## src/rtl/cluster_purity_error_counter_defines.svh

```systemverilog
// Assertion macros for the cluster purity error counter.
`ifndef CLUSTER_PURITY_ERROR_COUNTER_DEFINES_SVH
`define CLUSTER_PURITY_ERROR_COUNTER_DEFINES_SVH
`ifndef SYNTHESIS
`define CPEC_ASSERT_IMP(lbl, clk, rst_n, ante, cons) \
  lbl: assert property (@(posedge clk) disable iff (!rst_n) (ante) |-> (cons)) \
    else $error("cpec: same-cycle check failed");
`define CPEC_ASSERT_NXT(lbl, clk, rst_n, ante, cons) \
  lbl: assert property (@(posedge clk) disable iff (!rst_n) (ante) |=> (cons)) \
    else $error("cpec: next-cycle check failed");
`else
`define CPEC_ASSERT_IMP(lbl, clk, rst_n, ante, cons)
`define CPEC_ASSERT_NXT(lbl, clk, rst_n, ante, cons)
`endif
`endif

```

## src/rtl/cpec_pkg.sv

```systemverilog
// Shared types and constants for the cluster purity error counter.
`timescale 1ns / 1ps
`default_nettype none
package cpec_pkg;

  localparam int MaxXDef       = 16;
  localparam int MaxYDef       = 16;
  localparam int NumClassesDef = 20;
  localparam int CountWidthDef = 16;

  localparam int TotW     = 32;
  localparam int CfgIdxW  = 2;
  localparam int CfgDataW = 5;

  localparam logic [CfgIdxW-1:0] CfgMapWidth  = 2'd0;
  localparam logic [CfgIdxW-1:0] CfgMapHeight = 2'd1;
  localparam logic [CfgIdxW-1:0] CfgEnable    = 2'd2;

  localparam logic [CfgDataW-1:0] MapWidthRst  = 5'd16;
  localparam logic [CfgDataW-1:0] MapHeightRst = 5'd16;

  typedef enum logic [1:0] {
    ST_REPORT      = 2'd0,
    ST_CLASS_RANGE = 2'd1,
    ST_CELL_RANGE  = 2'd2
  } status_e;

  typedef enum logic [1:0] {
    S_IDLE,
    S_INC,
    S_SWEEP,
    S_DRAIN
  } state_e;

  typedef struct packed {
    logic in_ready;
    logic rd_sample;
    logic wr_sample;
    logic sweep_rd;
    logic sweep_acc;
    logic acc_clear;
    logic load_err;
    logic load_report;
  } cmd_t;

  typedef struct packed {
    logic item_finish;
    logic item_count;
    logic item_error;
    logic sweep_last;
    logic pipe_empty;
    logic out_free;
  } sts_t;

endpackage
`default_nettype wire

```

## src/rtl/cpec_ctrl.sv

```systemverilog
// Controller state machine: sample update, sweep sequencing, result loads.
`timescale 1ns / 1ps
`default_nettype none
module cpec_ctrl
  import cpec_pkg::*;
(
  input  logic clk_i,
  input  logic rst_ni,
  input  logic in_valid_i,
  input  sts_t sts_i,
  output cmd_t cmd_o
);

  state_e state_q, state_d;
  logic   report_q, report_d;

  always_ff @(posedge clk_i or negedge rst_ni) begin
    if (!rst_ni) begin
      state_q  <= S_SWEEP;   // power-on clearing sweep
      report_q <= 1'b0;
    end else begin
      state_q  <= state_d;
      report_q <= report_d;
    end
  end

  always_comb begin
    state_d  = state_q;
    report_d = report_q;
    case (state_q)
      S_IDLE: begin
        if (in_valid_i && sts_i.out_free) begin
          if (sts_i.item_finish) begin
            state_d  = S_SWEEP;
            report_d = 1'b1;
          end else if (sts_i.item_count) begin
            state_d = S_INC;
          end
        end
      end
      S_INC: state_d = S_IDLE;
      S_SWEEP: begin
        if (sts_i.sweep_last) begin
          state_d = S_DRAIN;
        end
      end
      S_DRAIN: begin
        if (sts_i.pipe_empty) begin
          state_d  = S_IDLE;
          report_d = 1'b0;
        end
      end
      default: state_d = S_IDLE;
    endcase
  end

  always_comb begin
    cmd_o = '0;
    case (state_q)
      S_IDLE: begin
        cmd_o.in_ready = sts_i.out_free;
        if (in_valid_i && sts_i.out_free) begin
          if (sts_i.item_finish) begin
            cmd_o.acc_clear = 1'b1;
          end else if (sts_i.item_count) begin
            cmd_o.rd_sample = 1'b1;
          end else if (sts_i.item_error) begin
            cmd_o.load_err = 1'b1;
          end
        end
      end
      S_INC: cmd_o.wr_sample = 1'b1;
      S_SWEEP: begin
        cmd_o.sweep_rd  = 1'b1;
        cmd_o.sweep_acc = report_q;
      end
      S_DRAIN: cmd_o.load_report = sts_i.pipe_empty && report_q;
      default: cmd_o = '0;
    endcase
  end

endmodule
`default_nettype wire

```

## config.mk

```make
export PLATFORM = sky130hd
export DESIGN_NAME = cpec_ctrl
export DESIGN_NICKNAME = d
export VERILOG_FILES = /design/src/rtl/cluster_purity_error_counter_defines.svh /design/src/rtl/cpec_pkg.sv /design/src/rtl/cpec_ctrl.sv
export SDC_FILE = /design/constraint.sdc
export NUM_CORES = 1
export LEC_CHECK = 0
export BUFFER_PORTS_ARGS = -buffer_cell sky130_fd_sc_hd__buf_4
export CAP_MARGIN = 20
export CORE_AREA = 2 2 39 41
export CTS_CLUSTER_SIZE = 24
export DETAILED_ROUTE_END_ITERATION = 8
export DIE_AREA = 0 0 41 43
export PLACE_DENSITY = 0.42
export SYNTH_ARGS = -nofsm -noshare
export SYNTH_HDL_FRONTEND = slang
export SYNTH_SLANG_ARGS = --single-unit
```

## constraint.sdc

```tcl
create_clock -name clk_i -period 1.02 [get_ports clk_i]
set_input_delay 0.153 -clock clk_i [delete_from_list [all_inputs] [get_ports clk_i]]
set_output_delay 0.153 -clock clk_i [all_outputs]
set_load 0.01 [all_outputs]
```

## After elaboration in Yosys (flattened, before gate mapping)

Index checks and enable logic that the tools add are counted.
Widths: inputs -> output; s select.

- Register bits after elaboration: 3
- Input port bits: 9
- Output and inout port bits: 8

- Equality and inequality tests: 8
- Multiplexer cells: 23
- Reductions and logical operators: 6

Operators by type and width:

| cell | count |
|---|---|
| $mux 2 | 9 |
| $mux 1 | 12 |
| $ne 2x2->1 const B | 4 |
| $pmux 2 s4 | 1 |
| $reduce_and 4->1 | 2 |
| $eq 2x2->1 const B | 2 |
| $ne 3x3->1 const B | 1 |
| $eq 2x1->1 const B | 1 |
| $logic_and 1x1->1 | 2 |
| $logic_not 2->1 | 1 |
| $pmux 1 s2 | 1 |
| $reduce_bool 2->1 | 1 |

## Logic depth before layout (Yosys ltp)

- Word-level depth: 5
- Gate-level depth with buffers: 4
- Mapped depth without buffers: 3

## Worst setup path before layout

No wires, ideal clock.

- Path type: register -> output
- Start: reg state_q[0]
- End: out cmd_o[1] (netlist name)
- Arrival time: 1151 ps
- Required time: 867 ps
- Path slack: -284 ps
- Cell stages (with the launch flop): 4
- Path buffers: 1
- Cells stage by stage: dfrtp_1 -> buf_6 -> nand4bb_4 -> nor4b_1

RTL lines:

| what | line | text |
|---|---|---|
| start, declared | cpec_ctrl.sv:14 | `state_e state_q, state_d;` |
| start signal, assigned | cpec_ctrl.sv:22 | `state_q <= state_d;` |
| end, declared | cpec_ctrl.sv:11 | `output cmd_t cmd_o` |

==> impl_metrics.env <==
export IMPL_start_kind="flop"
export IMPL_cts_tree="done"
export IMPL_syn_inst=24
export IMPL_hold_path_endpoint="state_q[1]"
export IMPL_crit_required_ns=0.87
export IMPL_max_cap_violations=0
export IMPL_synth_top_area_share_pct=21.6
export IMPL_drt_total_wl_um=732
export IMPL_start_util_pct=16.7
export IMPL_grt_pass1_wl_mm=1.10
export IMPL_p_clk_share_pct=15.5
export IMPL_fin_crit_sh_pct=138
export IMPL_violations="setup timing"
export IMPL_fin_crit_ns=1.41
export IMPL_whs_path_depth=4
export IMPL_synth_cell_type_count=17
export IMPL_hold_violations=0
export IMPL_clock_sinks=3
export IMPL_p_int_mw=0.874
export IMPL_synth_main_ff_cell="dfrtp_1"
export IMPL_drtPass1Iterations=2
export IMPL_clock_fmax_mhz=711
export IMPL_relSlewSlack_pct=87.2
export IMPL_antenna_found_initial=0
export IMPL_ir_worst_vdd_uv=937
export IMPL_cp_top_family="simple AND/OR/NAND/NOR gates"
export IMPL_place_area_um2=429
export IMPL_grt_max_degree=7
export IMPL_synth_commonest_cells="nand2_1, nor2_1, a21o_1, dfrtp_1"
export IMPL_die_x_um=41
export IMPL_worstMarginPinSlew_ns=0.192
export IMPL_r2r_slack_ns=-0.10
export IMPL_worst_path_buf_inv=1
export IMPL_clk_pin_slew_ns=0.04
export IMPL_setup_ws_ns=-0.386
export IMPL_p_seq_share_pct=19.6
export IMPL_slowest_delay_ns=0.38
export IMPL_drive_gt1_share_pct=78.8
export IMPL_pin_count=17
export IMPL_min_delay_start="sts_i[1]"
export IMPL_wire_per_inst_um=10.8
export IMPL_area_growth_pct=137
export IMPL_rows=14
export IMPL_p_comb_share_pct=64.9
export IMPL_setup_viol_count_final=10
export IMPL_routed_via_density=4.16
export IMPL_grt_util_all_layers_pct=9.37
export IMPL_power_share_switching_pct=33.4
export IMPL_fin_tns_setup_ns=-2.74
export IMPL_fin_area_um2=549
export IMPL_antenna_left=0
export IMPL_drv_slew=0
export IMPL_drc=0
export IMPL_die_area_um2=1760
export IMPL_synthTopCellsByArea="dfrtp_1, nand4bb_4, dfstp_2"
export IMPL_synth_seq_cells=3
export IMPL_synth_async_reset_ratio_pct=100
export IMPL_diodes=0
export IMPL_min_path_type="primary input to flop"
export IMPL_syn_nets=33
export IMPL_overflow=0
export IMPL_num_nets_final=62
export IMPL_drt_iter0_drc=1
export IMPL_p_per_area_nw_per_um2=2390
export IMPL_r2r_end="report_q"
export IMPL_fin_util_pct=39.7
export IMPL_die_y_um=43
export IMPL_p_switching_mw=0.438
export IMPL_num_vias=283
export IMPL_end_kind="output port"
export IMPL_grt_pass1_vias=295
export IMPL_power_mw=1.31
export IMPL_r2r_start="state_q[0]"
export IMPL_reg2reg_depth=5
export IMPL_synth_top_area_cell="dfrtp_1"
export IMPL_clock_path_buffers=2
export IMPL_arrival_ns=1.25
export IMPL_worstPathMaxFanout=3
export IMPL_multi_input_area_um2=194
export IMPL_path_cells="nand4bb_4 > nor3b_4 > buf_6"
export IMPL_cts_htree_levels=1
export IMPL_status="finished, violations left"
export IMPL_clk_latency_ns=0.23
export IMPL_synth_edff_count=0
export IMPL_ys_seq_area_share_pct=33.0
export IMPL_seq_area_um2=76.3
export IMPL_crit_path_start="state_q[1]"
export IMPL_slowest_stage="dfstp_2"
export IMPL_path_class="flop to output port"
export IMPL_avgSynthCellArea_um2=9.64
export IMPL_cts_inserted_buffers=3
export IMPL_pre_cts_slack_ns=-0.149
export IMPL_core_um2=1380
export IMPL_ctsRootBufferMaster="clkbuf_4"
export IMPL_rsz0062_at_grt="yes"
export IMPL_dp_hpwl_um=551
export IMPL_p_leak_nw=0.271
export IMPL_netlist_area_um2=231
export IMPL_yosysWarnings=0
export IMPL_synth_most_common_cell="nand2_1"
export IMPL_fill_cells=149
export IMPL_routabilityCongestion=0.690
export IMPL_port_buffers=16
export IMPL_finClkSkew_ns=0.00102
## worst max path at each step
stage / endpoint / slack, ns / cells after the start
after global placement: cmd_o[2] / -0.11 / 4
after detailed placement: cmd_o[1] / -0.15 / 3
after CTS: cmd_o[1] / -0.40 / 3
after global routing: cmd_o[2] / -0.45 / 4
after floorplan: cmd_o[1] / -0.13 / 3
final: cmd_o[6] / -0.39 / 3
## kinds of logic (layout without fill, tap and decap cells)
| group | after synthesis | in the layout | share of synthesized area, % |
|---|---|---|---|
| buffers and inverters | 3 | 31 | 8.64 |
| DFF | 3 | 3 | 33.0 |
| AOI/OAI and AO/OA | 2 | 2 | 6.48 |
| muxes | 1 | 1 | 4.32 |
| and+or+nand+nor | 15 | 15 | 47.6 |
## cell usage in the layout (no fill, tap or decap), drive strengths merged
cell,instances
clkbuf,4
nand2,4
nor4b,1
nand3,1
mux2i,1
buf,25
nor2b,1
nor3b,2
dlygate4sd3,1
nand4b,1
inv,1
dfrtp,2
dfstp,1
a21o,2
nand4bb,1
nor2,3
and2b,1
## power by group through the flow
stage	Sequential [mW]	Combinational, mW	Clock [mW]
2_1_floorplan	0.208	0.350	0
6_report	0.258	0.852	0.204
5_1_grt	0.266	0.924	0.227
4_1_cts	0.256	0.734	0.215
3_5_place_dp	0.242	0.623	0
3_3_place_gp	0.240	0.621	0
## worst reg2reg max path, cell delays in order, from the launching register on
cell and delay [ns]:
dfrtp_1 0.39, buf_6 0.13, nand4b_1 0.21, nor2_2 0.16, buf_4 0.11, a21o_1 0.07
## area by class of cell
| cell class | count | share of cell area [%] |
|---|---|---|
| Sequential cell | 3 | 13.9 |
| Timing Repair Buffer | 26 | 41.7 |
| Multi-Input combinational cell | 18 | 35.3 |
| Clock buffer | 4 | 4.78 |
| Tap cell | 16 | 3.64 |
| Inverter | 1 | 0.683 |
## layer usage
layer	vias to the layer above	track usage, %	wire (um)	part of all wire, %
met1	133	10.1	276	38
li1	138	-	-	-
met2	12	14.7	400	55
met5	-	0	0	0
met3	0	3.14	56	7.7
met4	0	6.00	0	0
## metrics by stage
step                      hold WS [ns]  std cells
final                            0.207         68
after global routing             0.240         68
after CTS                        0.192         66
after detailed placement       -0.0558         59
after global placement         -0.0559         59
after floorplan                 -0.143         24
## flip-flops by register name (all words and copies together) (netlist names)
name / count
state_q: 2
report_q: 1
## timing repair
action,CTS,global route
setup endpoints to repair,10,11
hold buffers,1,0
buffers inserted,2,2
hold endpoints to repair,3,0
resized for setup,8,6
gates cloned,0,0
pin swaps,3,3
Power figures use the tool's default switching activity.
